File: src/hw/rtl/icr_pkg.sv
// Shared types, constants and the ones-complement adder for the checksum block.
package icr_pkg;

	// Protocol number of TCP in the IPv4 header.
	localparam logic [7:0] PROTO_TCP = 8'd6;
	// Byte offset of the IPv4 header checksum field.
	localparam logic [15:0] IP_CKSUM_POS = 16'd10;
	// Byte offset of the TCP checksum field within the segment.
	localparam logic [15:0] TCP_CKSUM_OFS = 16'd16;
	// First and last word offsets of the source and destination addresses.
	localparam logic [15:0] ADDR_FIRST_POS = 16'd12;
	localparam logic [15:0] ADDR_LAST_POS = 16'd18;
	// Byte offset of the protocol field.
	localparam logic [15:0] PROTO_POS = 16'd9;

	// Sums captured at the last byte of a packet.
	typedef struct packed {
		logic [15:0] hdr_sum;
		logic [15:0] seg_sum;
		logic [15:0] pseudo_sum;
		logic [7:0]  proto;
		logic [15:0] seglen;
	} rec_t;

	// Partial results of the final combine.
	typedef struct packed {
		logic [15:0] ip_ck;
		logic [15:0] pair_a;
		logic [15:0] pair_b;
		logic        tcp;
	} part_t;

	// Ones-complement add with end-around carry.
	function automatic logic [15:0] oc_add(input logic [15:0] a, input logic [15:0] b);
		logic [16:0] t;
		t = {1'b0, a} + {1'b0, b};
		return t[15:0] + {15'd0, t[16]};
	endfunction

endpackage

File: src/hw/rtl/ipv4_tcp_checksum_recompute_top.sv
// Top level of the IPv4 header and TCP checksum recompute block.
//
// Packet bytes enter one per transaction on the slave stream, first IPv4
// header byte first, with tlast on the final byte. The block accepts one
// byte every cycle while s_axis_tready is high; each completed 16-bit word
// is ones-complement added into the running header or segment sum, address
// words also into the pseudo-header sum. After the last byte, one result
// leaves the output register on the master stream: the header checksum and
// the TCP checksum (zero unless the protocol is TCP), with the TCP flag in
// tuser. The four register stages advance together, so the input is held
// off only while a result sits unaccepted in the output register.
module ipv4_tcp_checksum_recompute_top (
	input  logic        clk,
	input  logic        arst_n,
	input  logic        s_axis_tvalid,
	output logic        s_axis_tready,
	input  logic [7:0]  s_axis_tdata,   // [7:0] data_byte
	input  logic        s_axis_tlast,
	output logic        m_axis_tvalid,
	input  logic        m_axis_tready,
	output logic [31:0] m_axis_tdata,   // [15:0] ip_checksum, [31:16] tcp_checksum
	output logic        m_axis_tuser    // [0] is_tcp
);
	import icr_pkg::*;

	logic        adv;
	logic        rec_valid_s2;
	rec_t        rec_s2;
	logic        out_valid_q;
	logic [15:0] ip_ck_q;
	logic [15:0] tcp_ck_q;
	logic        is_tcp_q;

	// The pipeline moves whenever the output register is free or being drained.
	assign adv           = !out_valid_q || m_axis_tready;
	assign s_axis_tready = adv;

	icr_acc u_acc (
		.clk          (clk),
		.arst_n       (arst_n),
		.adv          (adv),
		.in_valid     (s_axis_tvalid),
		.in_byte      (s_axis_tdata),
		.in_last      (s_axis_tlast),
		.rec_valid_s2 (rec_valid_s2),
		.rec_s2       (rec_s2)
	);

	icr_fin u_fin (
		.clk          (clk),
		.arst_n       (arst_n),
		.adv          (adv),
		.rec_valid_s2 (rec_valid_s2),
		.rec_s2       (rec_s2),
		.out_valid_q  (out_valid_q),
		.ip_ck_q      (ip_ck_q),
		.tcp_ck_q     (tcp_ck_q),
		.is_tcp_q     (is_tcp_q)
	);

	assign m_axis_tvalid = out_valid_q;
	assign m_axis_tdata  = {tcp_ck_q, ip_ck_q};
	assign m_axis_tuser  = is_tcp_q;

endmodule

File: src/hw/rtl/icr_acc.sv
// Input register, header parsing and running ones-complement sums per byte.
module icr_acc (
	input  logic              clk,
	input  logic              arst_n,
	input  logic              adv,
	input  logic              in_valid,
	input  logic [7:0]        in_byte,
	input  logic              in_last,
	output logic              rec_valid_s2,
	output icr_pkg::rec_t     rec_s2
);
	import icr_pkg::*;

	logic        valid_s1;
	logic [7:0]  byte_s1;
	logic        last_s1;

	logic [15:0] byte_count_q;
	logic [5:0]  header_bytes_q;
	logic [7:0]  proto_q;
	logic [7:0]  held_q;
	logic [15:0] hdr_sum_q;
	logic [15:0] seg_sum_q;
	logic [15:0] pseudo_sum_q;

	logic [5:0]  hb_eff;
	logic [15:0] hb16;
	logic [7:0]  proto_eff;
	logic        odd;
	logic        paired;
	logic [15:0] word;
	logic [15:0] first;
	logic        in_hdr;
	logic [15:0] hdr_word;
	logic [15:0] seg_word;
	logic [15:0] hdr_next;
	logic [15:0] seg_next;
	logic [15:0] pseudo_next;
	logic [15:0] seglen;
	logic        step;

	// Input register.
	always_ff @(posedge clk or negedge arst_n) begin
		if (!arst_n) begin
			valid_s1 <= 1'b0;
		end else if (adv) begin
			valid_s1 <= in_valid;
		end
	end

	always_ff @(posedge clk) begin
		if (adv) begin
			byte_s1 <= in_byte;
			last_s1 <= in_last;
		end
	end

	// Header fields take effect on the byte that carries them.
	assign hb_eff    = (byte_count_q == 16'd0) ? {byte_s1[3:0], 2'b00} : header_bytes_q;
	assign hb16      = {10'd0, hb_eff};
	assign proto_eff = (byte_count_q == PROTO_POS) ? byte_s1 : proto_q;

	// Word forming: odd positions complete a word, a trailing even byte is padded.
	assign odd    = byte_count_q[0];
	assign paired = odd | last_s1;
	assign word   = odd ? {held_q, byte_s1} : {byte_s1, 8'h00};
	assign first  = {byte_count_q[15:1], 1'b0};
	assign in_hdr = first < hb16;

	// Existing checksum fields count as zero.
	assign hdr_word = (first == IP_CKSUM_POS) ? 16'd0 : word;
	assign seg_word = ((first - hb16) == TCP_CKSUM_OFS) ? 16'd0 : word;

	assign hdr_next = (paired && in_hdr) ? oc_add(hdr_sum_q, hdr_word) : hdr_sum_q;
	assign seg_next = (paired && !in_hdr) ? oc_add(seg_sum_q, seg_word) : seg_sum_q;
	assign pseudo_next = (paired && first >= ADDR_FIRST_POS && first <= ADDR_LAST_POS) ?
		oc_add(pseudo_sum_q, word) : pseudo_sum_q;

	assign seglen = byte_count_q + 16'd1 - hb16;
	assign step   = adv && valid_s1;

	// Per-packet state; cleared after the last byte.
	always_ff @(posedge clk or negedge arst_n) begin
		if (!arst_n) begin
			byte_count_q   <= '0;
			header_bytes_q <= '0;
			proto_q        <= '0;
			held_q         <= '0;
			hdr_sum_q      <= '0;
			seg_sum_q      <= '0;
			pseudo_sum_q   <= '0;
		end else if (step) begin
			if (last_s1) begin
				byte_count_q   <= '0;
				header_bytes_q <= '0;
				proto_q        <= '0;
				held_q         <= '0;
				hdr_sum_q      <= '0;
				seg_sum_q      <= '0;
				pseudo_sum_q   <= '0;
			end else begin
				byte_count_q   <= byte_count_q + 16'd1;
				header_bytes_q <= hb_eff;
				proto_q        <= proto_eff;
				held_q         <= odd ? held_q : byte_s1;
				hdr_sum_q      <= hdr_next;
				seg_sum_q      <= seg_next;
				pseudo_sum_q   <= pseudo_next;
			end
		end
	end

	// Capture the sums of a finished packet.
	always_ff @(posedge clk or negedge arst_n) begin
		if (!arst_n) begin
			rec_valid_s2 <= 1'b0;
		end else if (adv) begin
			rec_valid_s2 <= valid_s1 && last_s1;
		end
	end

	always_ff @(posedge clk) begin
		if (adv) begin
			rec_s2.hdr_sum    <= hdr_next;
			rec_s2.seg_sum    <= seg_next;
			rec_s2.pseudo_sum <= pseudo_next;
			rec_s2.proto      <= proto_eff;
			rec_s2.seglen     <= seglen;
		end
	end

endmodule

File: src/hw/rtl/icr_fin.sv
// Final combine of the sums into the two checksums, with the output register.
module icr_fin (
	input  logic              clk,
	input  logic              arst_n,
	input  logic              adv,
	input  logic              rec_valid_s2,
	input  icr_pkg::rec_t     rec_s2,
	output logic              out_valid_q,
	output logic [15:0]       ip_ck_q,
	output logic [15:0]       tcp_ck_q,
	output logic              is_tcp_q
);
	import icr_pkg::*;

	logic        valid_s3;
	part_t       part_s3;
	logic [15:0] tcp_sum;

	// Pairwise adds of segment, addresses, protocol and length.
	always_ff @(posedge clk or negedge arst_n) begin
		if (!arst_n) begin
			valid_s3 <= 1'b0;
		end else if (adv) begin
			valid_s3 <= rec_valid_s2;
		end
	end

	always_ff @(posedge clk) begin
		if (adv) begin
			part_s3.ip_ck  <= ~rec_s2.hdr_sum;
			part_s3.pair_a <= oc_add(rec_s2.seg_sum, rec_s2.pseudo_sum);
			part_s3.pair_b <= oc_add({8'd0, rec_s2.proto}, rec_s2.seglen);
			part_s3.tcp    <= (rec_s2.proto == PROTO_TCP);
		end
	end

	assign tcp_sum = oc_add(part_s3.pair_a, part_s3.pair_b);

	// Output register.
	always_ff @(posedge clk or negedge arst_n) begin
		if (!arst_n) begin
			out_valid_q <= 1'b0;
		end else if (adv) begin
			out_valid_q <= valid_s3;
		end
	end

	always_ff @(posedge clk) begin
		if (adv) begin
			ip_ck_q  <= part_s3.ip_ck;
			tcp_ck_q <= part_s3.tcp ? ~tcp_sum : 16'd0;
			is_tcp_q <= part_s3.tcp;
		end
	end

endmodule

File: config.mk
export PLATFORM = sky130hd
export DESIGN_NAME = ipv4_tcp_checksum_recompute_top
export DESIGN_NICKNAME = d
export VERILOG_FILES = /design/src/hw/rtl/icr_pkg.sv /design/src/hw/rtl/ipv4_tcp_checksum_recompute_top.sv /design/src/hw/rtl/icr_acc.sv /design/src/hw/rtl/icr_fin.sv
export SDC_FILE = /design/constraint.sdc
export NUM_CORES = 1
export LEC_CHECK = 0
export BUFFER_PORTS_ARGS = -buffer_cell sky130_fd_sc_hd__buf_4
export CORE_MARGIN = 1.5
export CORE_UTILIZATION = 35
export CTS_CLUSTER_SIZE = 24
export DETAILED_ROUTE_END_ITERATION = 6
export PLACE_DENSITY = 0.61
export SLEW_MARGIN = 20
export SYNTH_ARGS = -nofsm -noshare
export SYNTH_HDL_FRONTEND = slang
export SYNTH_SLANG_ARGS = --single-unit
File: constraint.sdc
create_clock -name clk -period 28.8 [get_ports clk]
set_input_delay 7.2 -clock clk [delete_from_list [all_inputs] [get_ports clk]]
set_output_delay 7.2 -clock clk [all_outputs]
set_load 0.01 [all_outputs]
Yosys cells after proc, flatten, opt, wreduce, memory -nomap -nowiden. Cells that the tools add are included.

Bitwise gates (word level): 3. Magnitude comparators: 3. Reductions and logical operators: 11. Muxes and demuxes: 16. Add/sub/neg operators: 15. Eq/ne operators: 5.

Operators with widths (number): two-way mux 16 bit (10); adder 16 x 1 -> 16 bit (6); adder 16 x 16 -> 17 bit (5); two-way mux 8 bit (4); NOT 16 bit (2); subtractor 16 x 6 -> 16 bit (2); adder 8 x 16 -> 17 bit (1); adder 16 x 1 -> 16 bit (second input constant) (1); equality test 16 x 4 -> 1 bit (second input constant) (1); equality test 16 x 5 -> 1 bit (second input constant) (1); >= comparator 16 x 4 -> 1 bit (second input constant) (1); less-or-equal comparator 16 x 5 -> 1 bit (second input constant) (1); logical NOT 16 bit (1); less-than comparator 16 x 6 -> 1 bit (1); equality test 15 x 3 -> 1 bit (second input constant) (1); two-way mux 6 bit (2); equality test 8 x 3 -> 1 bit (second input constant) (1); logical AND 1 bit (6); logical NOT 1 bit (2); != test 2 x 1 -> 1 bit (second input constant) (1); AND reduction 2 bit (1); logical OR 1 bit (1); OR 1 bit (1).

Output and inout bits: 35. Input bits: 13. Flip-flop bits (word level): 253. Word-level logic and storage cells: 78.

Longest topological paths before layout. Gate-level depths: netlist (run 1).

Depth in word-level cells: 9. Gate-level depth with buffers: 36.

Modules after synthesis. Synthesis (run 1) repeated with hierarchy kept, for this count alone.

Cells, all modules: 1684. Area total of the unflattened synthesis: 17062.6 sq um.

Modules (own cells, without submodules): icr_acc (cells an instance 1158, sequential area each 4634.4 sq um, area each 11380.9 sq um, times used 1); icr_fin (cells an instance 525, sequential area each 2512.4 sq um, area each 5675.4 sq um, times used 1); ipv4_tcp_checksum_recompute_top (cells an instance 1, sequential area each 0.0 sq um, area each 6.3 sq um, times used 1).

Least setup slack after synthesis (run 1). No wires, ideal clock.

Path type: input port to output port. Start: input m_axis_tready. End: output s_axis_tready. Slack: 9.659 ns. Data arrival time: 11.941 ns. Path buffers: 1. Required time: 21.600 ns. Stages on the path: 2. Cells stage by stage: nand2b_1 -> clkbuf_1.

Longest elaborated chain between the ends: 1.

Ends and longest elaborated chain: start, declared (line ipv4_tcp_checksum_recompute_top.sv:20) `input logic m_axis_tready,`; logical OR 1 bit (line ipv4_tcp_checksum_recompute_top.sv:35) `assign adv = !out_valid_q || m_axis_tready;`; end, declared (line ipv4_tcp_checksum_recompute_top.sv:16) `output logic s_axis_tready,`.

No other way between the ends.

Worst setup path after layout (run 1). Ends and elaborated chain as after synthesis.

==> run_results.csv, run 1 <==
group,metric,value,unit
synthesis,ys_ff_latch,253,
power,p_leak,7.887,nW
power,clock_power_share,0.180,
sta,rsz0062_at_grt,"false",
detailed_routing,drc_errors,0,
worst_setup_path,arrival,8230,ps
sta,fmax,64.81,MHz
sta,finalHoldWorstSlack,419.3,ps
worst_setup_path,start_kind,"primary input",
sta,setup_violations,0,
synthesis,synth_cells,1605,
grt,grt_pass1_wl,60.62,mm
detailed_routing,routed_wl,37.60,mm
worst_setup_path,startpoint,"m_axis_tready",
synthesis,avgSynthCellArea,10.21,µm²
grt,antenna_found_initial,0,
cts,cts_buffers,29,
cts,clkLatencyLatePin,560,ps
floorplan,dieArea,48120,µm²
floorplan,start_util,0.3534,
worst_hold_path,whs_path_depth,0,
cts,cts_setup_buffers,0,
worst_hold_path,hp-class,"reg -> reg",
detailed_routing,firstDrtPassIters,5,
synthesis,ys.flop_type,"edfxtp_1",
synthesis,synth_top_area_frac,0.2987,
sta,worst_pin_slew,953.7,ps
detailed_routing,antenna_left,0,
placement,dp_hpwl,27.58,mm
cts,holdBufCountCts,0,
grt,grt_max_degree,65,
detailed_routing,wl_per_cell,16.55,µm
job,drv_cap,0,
synthesis,synth_area,16380,µm²
worst_setup_path,cp_max_fo,64,
detailed_routing,vias,12000,
sta,fin_ws,13370,ps
cts,clkTransAtPathRegs,60,ps
synthesis,synth_area_leaders,"edfxtp_1 30%, dfrtp_1 14%, ha_1 8.2%",
sta,tns,0,ps
sta,period_needed,15430,ps
worst_setup_path,r2r_cells,31,
cts,clk_path_buf_depth,3,
cts,cts.sinks,253,
cts,clockRootBuffer,"clkbuf_16",
detailed_routing,vias_per_cell,5.280,
worst_setup_path,worstSetupPathType,"in -> out",
floorplan,fp.dieH,219.4,µm
power,p_switching,0.0008866,W
cells_and_area,syn_to_final_growth,12.26,%
cells_and_area,final_cell_mix,"163 x edfxtp_1, 158 x nand2_1, 121 x o21ai_0",
cts,htree_levels,1,
grt,grt_pass1_vias,11460,
sta,drv_slew,0,
cells_and_area,antenna_cells,0,
cells_and_area,layout-drive-gt1-share,0.1099,
placement,post-place-ws,13330,ps
placement,portBuffers,47,
detailed_routing,drtIter0Drc,694,
synthesis,synth-warning-count,0,
cts,cts_resized,0,
cts,cts_tree,"yes",
sta,fin_skew,10.14,ps
power,comb_power_share,0.519,
worst_setup_path,required,21600,ps
grt,overflow,0,
worst_setup_path,r2r-start,"u_acc.byte_count_q[11]",
sta,slew_headroom,0.3619,
cells_and_area,layout.nets,1770,
sta,post-route-period-util,0.5357,
grt,grt_usage,0.1579,
power,seq_power_share,0.302,
power,power_density,116.3,nW/µm²
synthesis,synth_nets,1733,
power,swShare,0.4144,
worst_setup_path,critPathCaptureType,"output pin",
synthesis,async_reset_ff_frac,0.3557,
power,vdd_drop_max,0.06533,mV
floorplan,die-width,219.4,µm
sta,hold_viol_final,0,
floorplan,core_area,46360,µm²
synthesis,yosysTopAreaCell,"edfxtp_1",
power,p_int,0.001253,W
worst_hold_path,worstHoldStart,"u_fin.part_s3[36]",
synthesis,ys_types,95,
synthesis,synth_edf_count,163,
cells_and_area,mostFrequentLayoutCell,"edfxtp_1",
placement,gp_congestion,0.8458,
outcome,status,"complete, no violations",
synthesis,yosysSeqAreaShare,0.4362,
floorplan,ioPinCount,48,
floorplan,rows,79,
==> power by group through the flow <==
stage          clock, W  combinational (W)  sequential (W)
2_1_floorplan         0           0.000856        0.000639
3_3_place_gp          0            0.00108        0.000650
3_5_place_dp          0            0.00110        0.000653
4_1_cts        0.000397            0.00111        0.000647
5_1_grt        0.000409            0.00125        0.000659
6_report       0.000385            0.00111        0.000645
==> synthesized netlist by cell type, types with 6 or more instances <==
| master | instances |
|---|---|
| a31oi_1 | 10 |
| a22oi_1 | 18 |
| or3_1 | 6 |
| nor3_1 | 26 |
| o211ai_1 | 8 |
| xor2_1 | 70 |
| nor2_2 | 13 |
| edfxtp_1 | 163 |
| o21ai_1 | 16 |
| clkbuf_1 | 38 |
| mux2i_1 | 15 |
| buf_2 | 8 |
| a21oi_1 | 59 |
| o21ai_0 | 121 |
| fa_1 | 7 |
| a21o_1 | 48 |
| nor2_1 | 93 |
| a211oi_1 | 12 |
| inv_1 | 66 |
| nand3_1 | 41 |
| nor3b_1 | 8 |
| nor4_1 | 7 |
| dfrtp_1 | 90 |
| xnor2_1 | 106 |
| nand2b_1 | 16 |
| nand2_1 | 159 |
| o31ai_1 | 15 |
| o21a_1 | 18 |
| a22o_1 | 29 |
| o21bai_1 | 10 |
| and3_1 | 21 |
| nor2b_1 | 12 |
| nand4_1 | 13 |
| o31a_1 | 10 |
| and2_1 | 28 |
| mux2_2 | 17 |
| ha_1 | 108 |
==> worst max-delay path, stage by stage <==
cell      delay (ps)
buf_4             80
nand2b_4         100
buf_4            600
buf_4            240
==> cell type report <==
class | count | area (µm²)
tap | 607 | 759.5
clock inverter | 21 | 237.7
multi-input combinational | 1231 | 8772
timing repair buffer | 61 | 457.9
sequential | 253 | 7147
fill | 4461 | 27960
clock buffer | 33 | 772.0
inverter | 66 | 247.7
==> metal layers <==
metal / up-vias / wire length, µm / track usage
met2: 256 / 17210 / 0.2620
met5: - / 0 / 0
met3: 55 / 1727 / 0.01982
met4: 0 / 1047 / 0.05046
met1: 5738 / 17610 / 0.2130
li1: 5948 / - / -
==> path summary, 6_finish.rpt <==
check                                         to  slack, ps
setup / recovery                   s_axis_tready      13370
hold / removal                  u_fin.ip_ck_q[3]        420
setup reg to reg                u_acc.rec_s2[47]      20740
hold reg to reg                 u_fin.ip_ck_q[3]        420
max in group asynchronous     u_acc.hdr_sum_q[9]      20940
min in group asynchronous  u_acc.byte_count_q[2]       6580
==> state kept, by name (all words and copies together), names as in the netlist, 16 cells and up <==
register / cells
u_acc.rec_s2: 72
u_fin.ip_ck_q: 16
u_acc.hdr_sum_q: 16
u_fin.tcp_ck_q: 16
u_fin.part_s3: 49
u_acc.seg_sum_q: 16
u_acc.pseudo_sum_q: 16
u_acc.byte_count_q: 16
==> metrics by stage <==
stage               power (W)  utilization  std cells  area [µm²]
finish               0.002139       0.3968       2272       18390
global route         0.002315       0.3968       2272       18390
CTS                  0.002156       0.3968       2272       18390
detailed placement   0.001758       0.3750       2218       17380
global placement     0.001730       0.3750       2218       17380
floorplan            0.001495            -       1605       16380
==> kinds of logic after synthesis <==
logic type               share of synthesized area
AND/OR/NAND/NOR                             0.1468
AO/OA/AOI/OAI                               0.1747
flip-flops                                  0.4362
XOR/XNOR                                   0.09683
buffers and inverters                      0.02955
adder cells (fa/ha/maj)                    0.09240
multiplexers                               0.02352
Note: power is estimated with default switching activity, not from simulation.
==> run 2: changes to the inputs <==
--- a/config.mk
+++ b/config.mk
@@ -10,7 +10,7 @@
 export CORE_UTILIZATION = 35
 export CTS_CLUSTER_SIZE = 24
 export DETAILED_ROUTE_END_ITERATION = 6
-export PLACE_DENSITY = 0.61
+export PLACE_DENSITY = 0.63
 export SLEW_MARGIN = 20
 export SYNTH_ARGS = -nofsm -noshare
 export SYNTH_HDL_FRONTEND = slang
==> constraint.sdc (replaced) <==
create_clock -name clk -period 14 [get_ports clk]
set_input_delay 3.5 -clock clk [delete_from_list [all_inputs] [get_ports clk]]
set_output_delay 3.5 -clock clk [all_outputs]
set_load 0.01 [all_outputs]
==> run_results.csv, run 2 (synthesis results as in run 1) <==
group,metric,value,unit
sta,setup_violations,0,
detailed_routing,maxUsedRoutingLayer,"met4",
sta,fmax,126.5,MHz
grt,antenna_found_initial,0,
sta,fin_skew,16.62,ps
floorplan,dieArea,48120,µm²
worst_setup_path,start_kind,"primary input",
cells_and_area,layout-drive-gt1-share,0.1065,
cells_and_area,syn_to_final_growth,12.28,%
power,p_total,0.004437,W
power,p_leak,7.874,nW
grt,overflow,0,
cells_and_area,stdcell_count,2269,
cts,clk_path_buf_depth,3,
worst_setup_path,cp.depth,3,
cts,clockRootBuffer,"clkbuf_16",
worst_setup_path,r2r_cells,31,
detailed_routing,vias_per_cell,5.302,
worst_setup_path,critical_path.top_delay_family,"simple AND/OR/NAND/NOR gates",
cts,htree_levels,1,
detailed_routing,dr_wl_met2,17.19,mm
detailed_routing,routed_wl,38.43,mm
floorplan,die-width,219.4,µm
cells_and_area,reg_top3,"u_acc.rec_s2: 72 flops, u_fin.part_s3: 49 flops",
worst_setup_path,cp_max_fo,54,
cts,cts_resized,0,
power,vdd_drop_max,0.1507,mV
detailed_routing,m1WireLength,17.96,mm
worst_setup_path,cp.buffers_inverters,2,
cts,cts_setup_buffers,0,
floorplan,ioPinCount,48,
outcome,status,"complete, no violations",
worst_setup_path,cpMostUsedCell,"buf_4",
worst_hold_path,hp-class,"reg -> reg",
floorplan,core_area,46360,µm²
worst_setup_path,required,10500,ps
grt,grt_max_degree,71,
placement,dp.cells,2216,
placement,gp_congestion,0.8789,
sta,tns,0,ps
floorplan,start_util,0.3534,
grt,grt_pass1_wl,61.25,mm
placement,portBuffers,47,
job,drv_cap,0,
cts,cts_buffers,29,
cts,clkTransAtPathRegs,60,ps
sta,period_needed,7902,ps
worst_hold_path,whs_path_depth,0,
worst_setup_path,worstSetupPathType,"in -> out",
cts,cts_tree,"yes",
sta,slew_headroom,0.3751,
worst_setup_path,arrival,4400,ps
cts,cts.sinks,253,
detailed_routing,drtIter0Drc,806,
floorplan,rows,79,
detailed_routing,drc_errors,0,
cells_and_area,final_cell_mix,"163 x edfxtp_1, 158 x nand2_1, 121 x o21ai_0",
cells_and_area,mostFrequentLayoutCell,"edfxtp_1",
cells_and_area,layout.nets,1768,
sta,drv_slew,0,
detailed_routing,antenna_left,0,
detailed_routing,wl_per_cell,16.94,µm
sta,worst_pin_slew,937.3,ps
floorplan,fp.dieH,219.4,µm
detailed_routing,dr_wl_met3,1.980,mm
power,power_density,241.2,nW/µm²
cts,holdBufCountCts,0,
cells_and_area,largest_reg_flops,72,
detailed_routing,firstDrtPassIters,6,
sta,post-route-period-util,0.5644,
worst_setup_path,crit_slowest_cell,"nand2b_4",
grt,grt_pass1_vias,11430,
detailed_routing,vias,12030,
placement,dp_hpwl,28.05,mm
cells_and_area,antenna_cells,0,
worst_setup_path,cpPeakStageDelay,560,ps
cells_and_area,regMostFlops,"u_acc.rec_s2",
worst_setup_path,cp_cell_sequence,"buf_4 -> nand2b_4 -> buf_4",
sta,hold_viol_final,0,
cts,clkLatencyLatePin,570,ps
sta,rsz0062_at_grt,"false",
worst_setup_path,critPathCaptureType,"output pin",
grt,grt_usage,0.1609,
==> run 2: path summary, 6_finish.rpt <==
kind | slack (ps) | endpoint | start
max | 6100 | s_axis_tready | m_axis_tready
min | 420 | u_fin.ip_ck_q[1] | u_fin.part_s3[34]
max reg2reg | 6150 | u_acc.seg_sum_q[7] | u_acc.byte_count_q[11]
min reg2reg | 420 | u_fin.ip_ck_q[1] | u_fin.part_s3[34]
max in group asynchronous | 9870 | u_fin.out_valid_q | arst_n
min in group asynchronous | 2910 | u_acc.byte_count_q[13] | arst_n
==> run 2: layout make-up <==
class                           instances  area, µm²
Clock buffer                           32      747.0
Timing Repair Buffer                   59      442.9
Inverter                               66      247.7
Multi-Input combinational cell       1231       8777
Tap cell                              607      759.5
Clock inverter                         21      275.3
Fill cell                            4441      27960
Sequential cell                       253       7147
==> run 2: metal layers <==
metal | vias up | global-route usage
met3 | 69 | 0.02051
li1 | 5929 | -
met1 | 5714 | 0.2221
met5 | - | 0
met4 | 0 | 0.06119
met2 | 319 | 0.2564
==> run 2: through the flow <==
stage          area, µm²  hold slack, ps  worst slack, ps  utilization
6_report           18400           416.2             6098       0.3968
5_1_grt            18400           422.4             5455       0.3968
4_1_cts            18400           417.9             6065       0.3968
3_5_place_dp       17370           404.5             6067       0.3748
3_3_place_gp       17370           401.6             6081       0.3748
2_1_floorplan      16380           400.3             2259            -
==> run 2: power by group <==
part | total [W] | leakage [nW] | switching (W) | internal [W]
Clock | 0.000811 | 0.489 | 0.000316 | 0.000495
Combinational | 0.00229 | 4.48 | 0.00136 | 0.000934
Sequential | 0.00133 | 2.90 | 0.000164 | 0.00117
Total | 0.00444 | 7.87 | 0.00184 | 0.00260
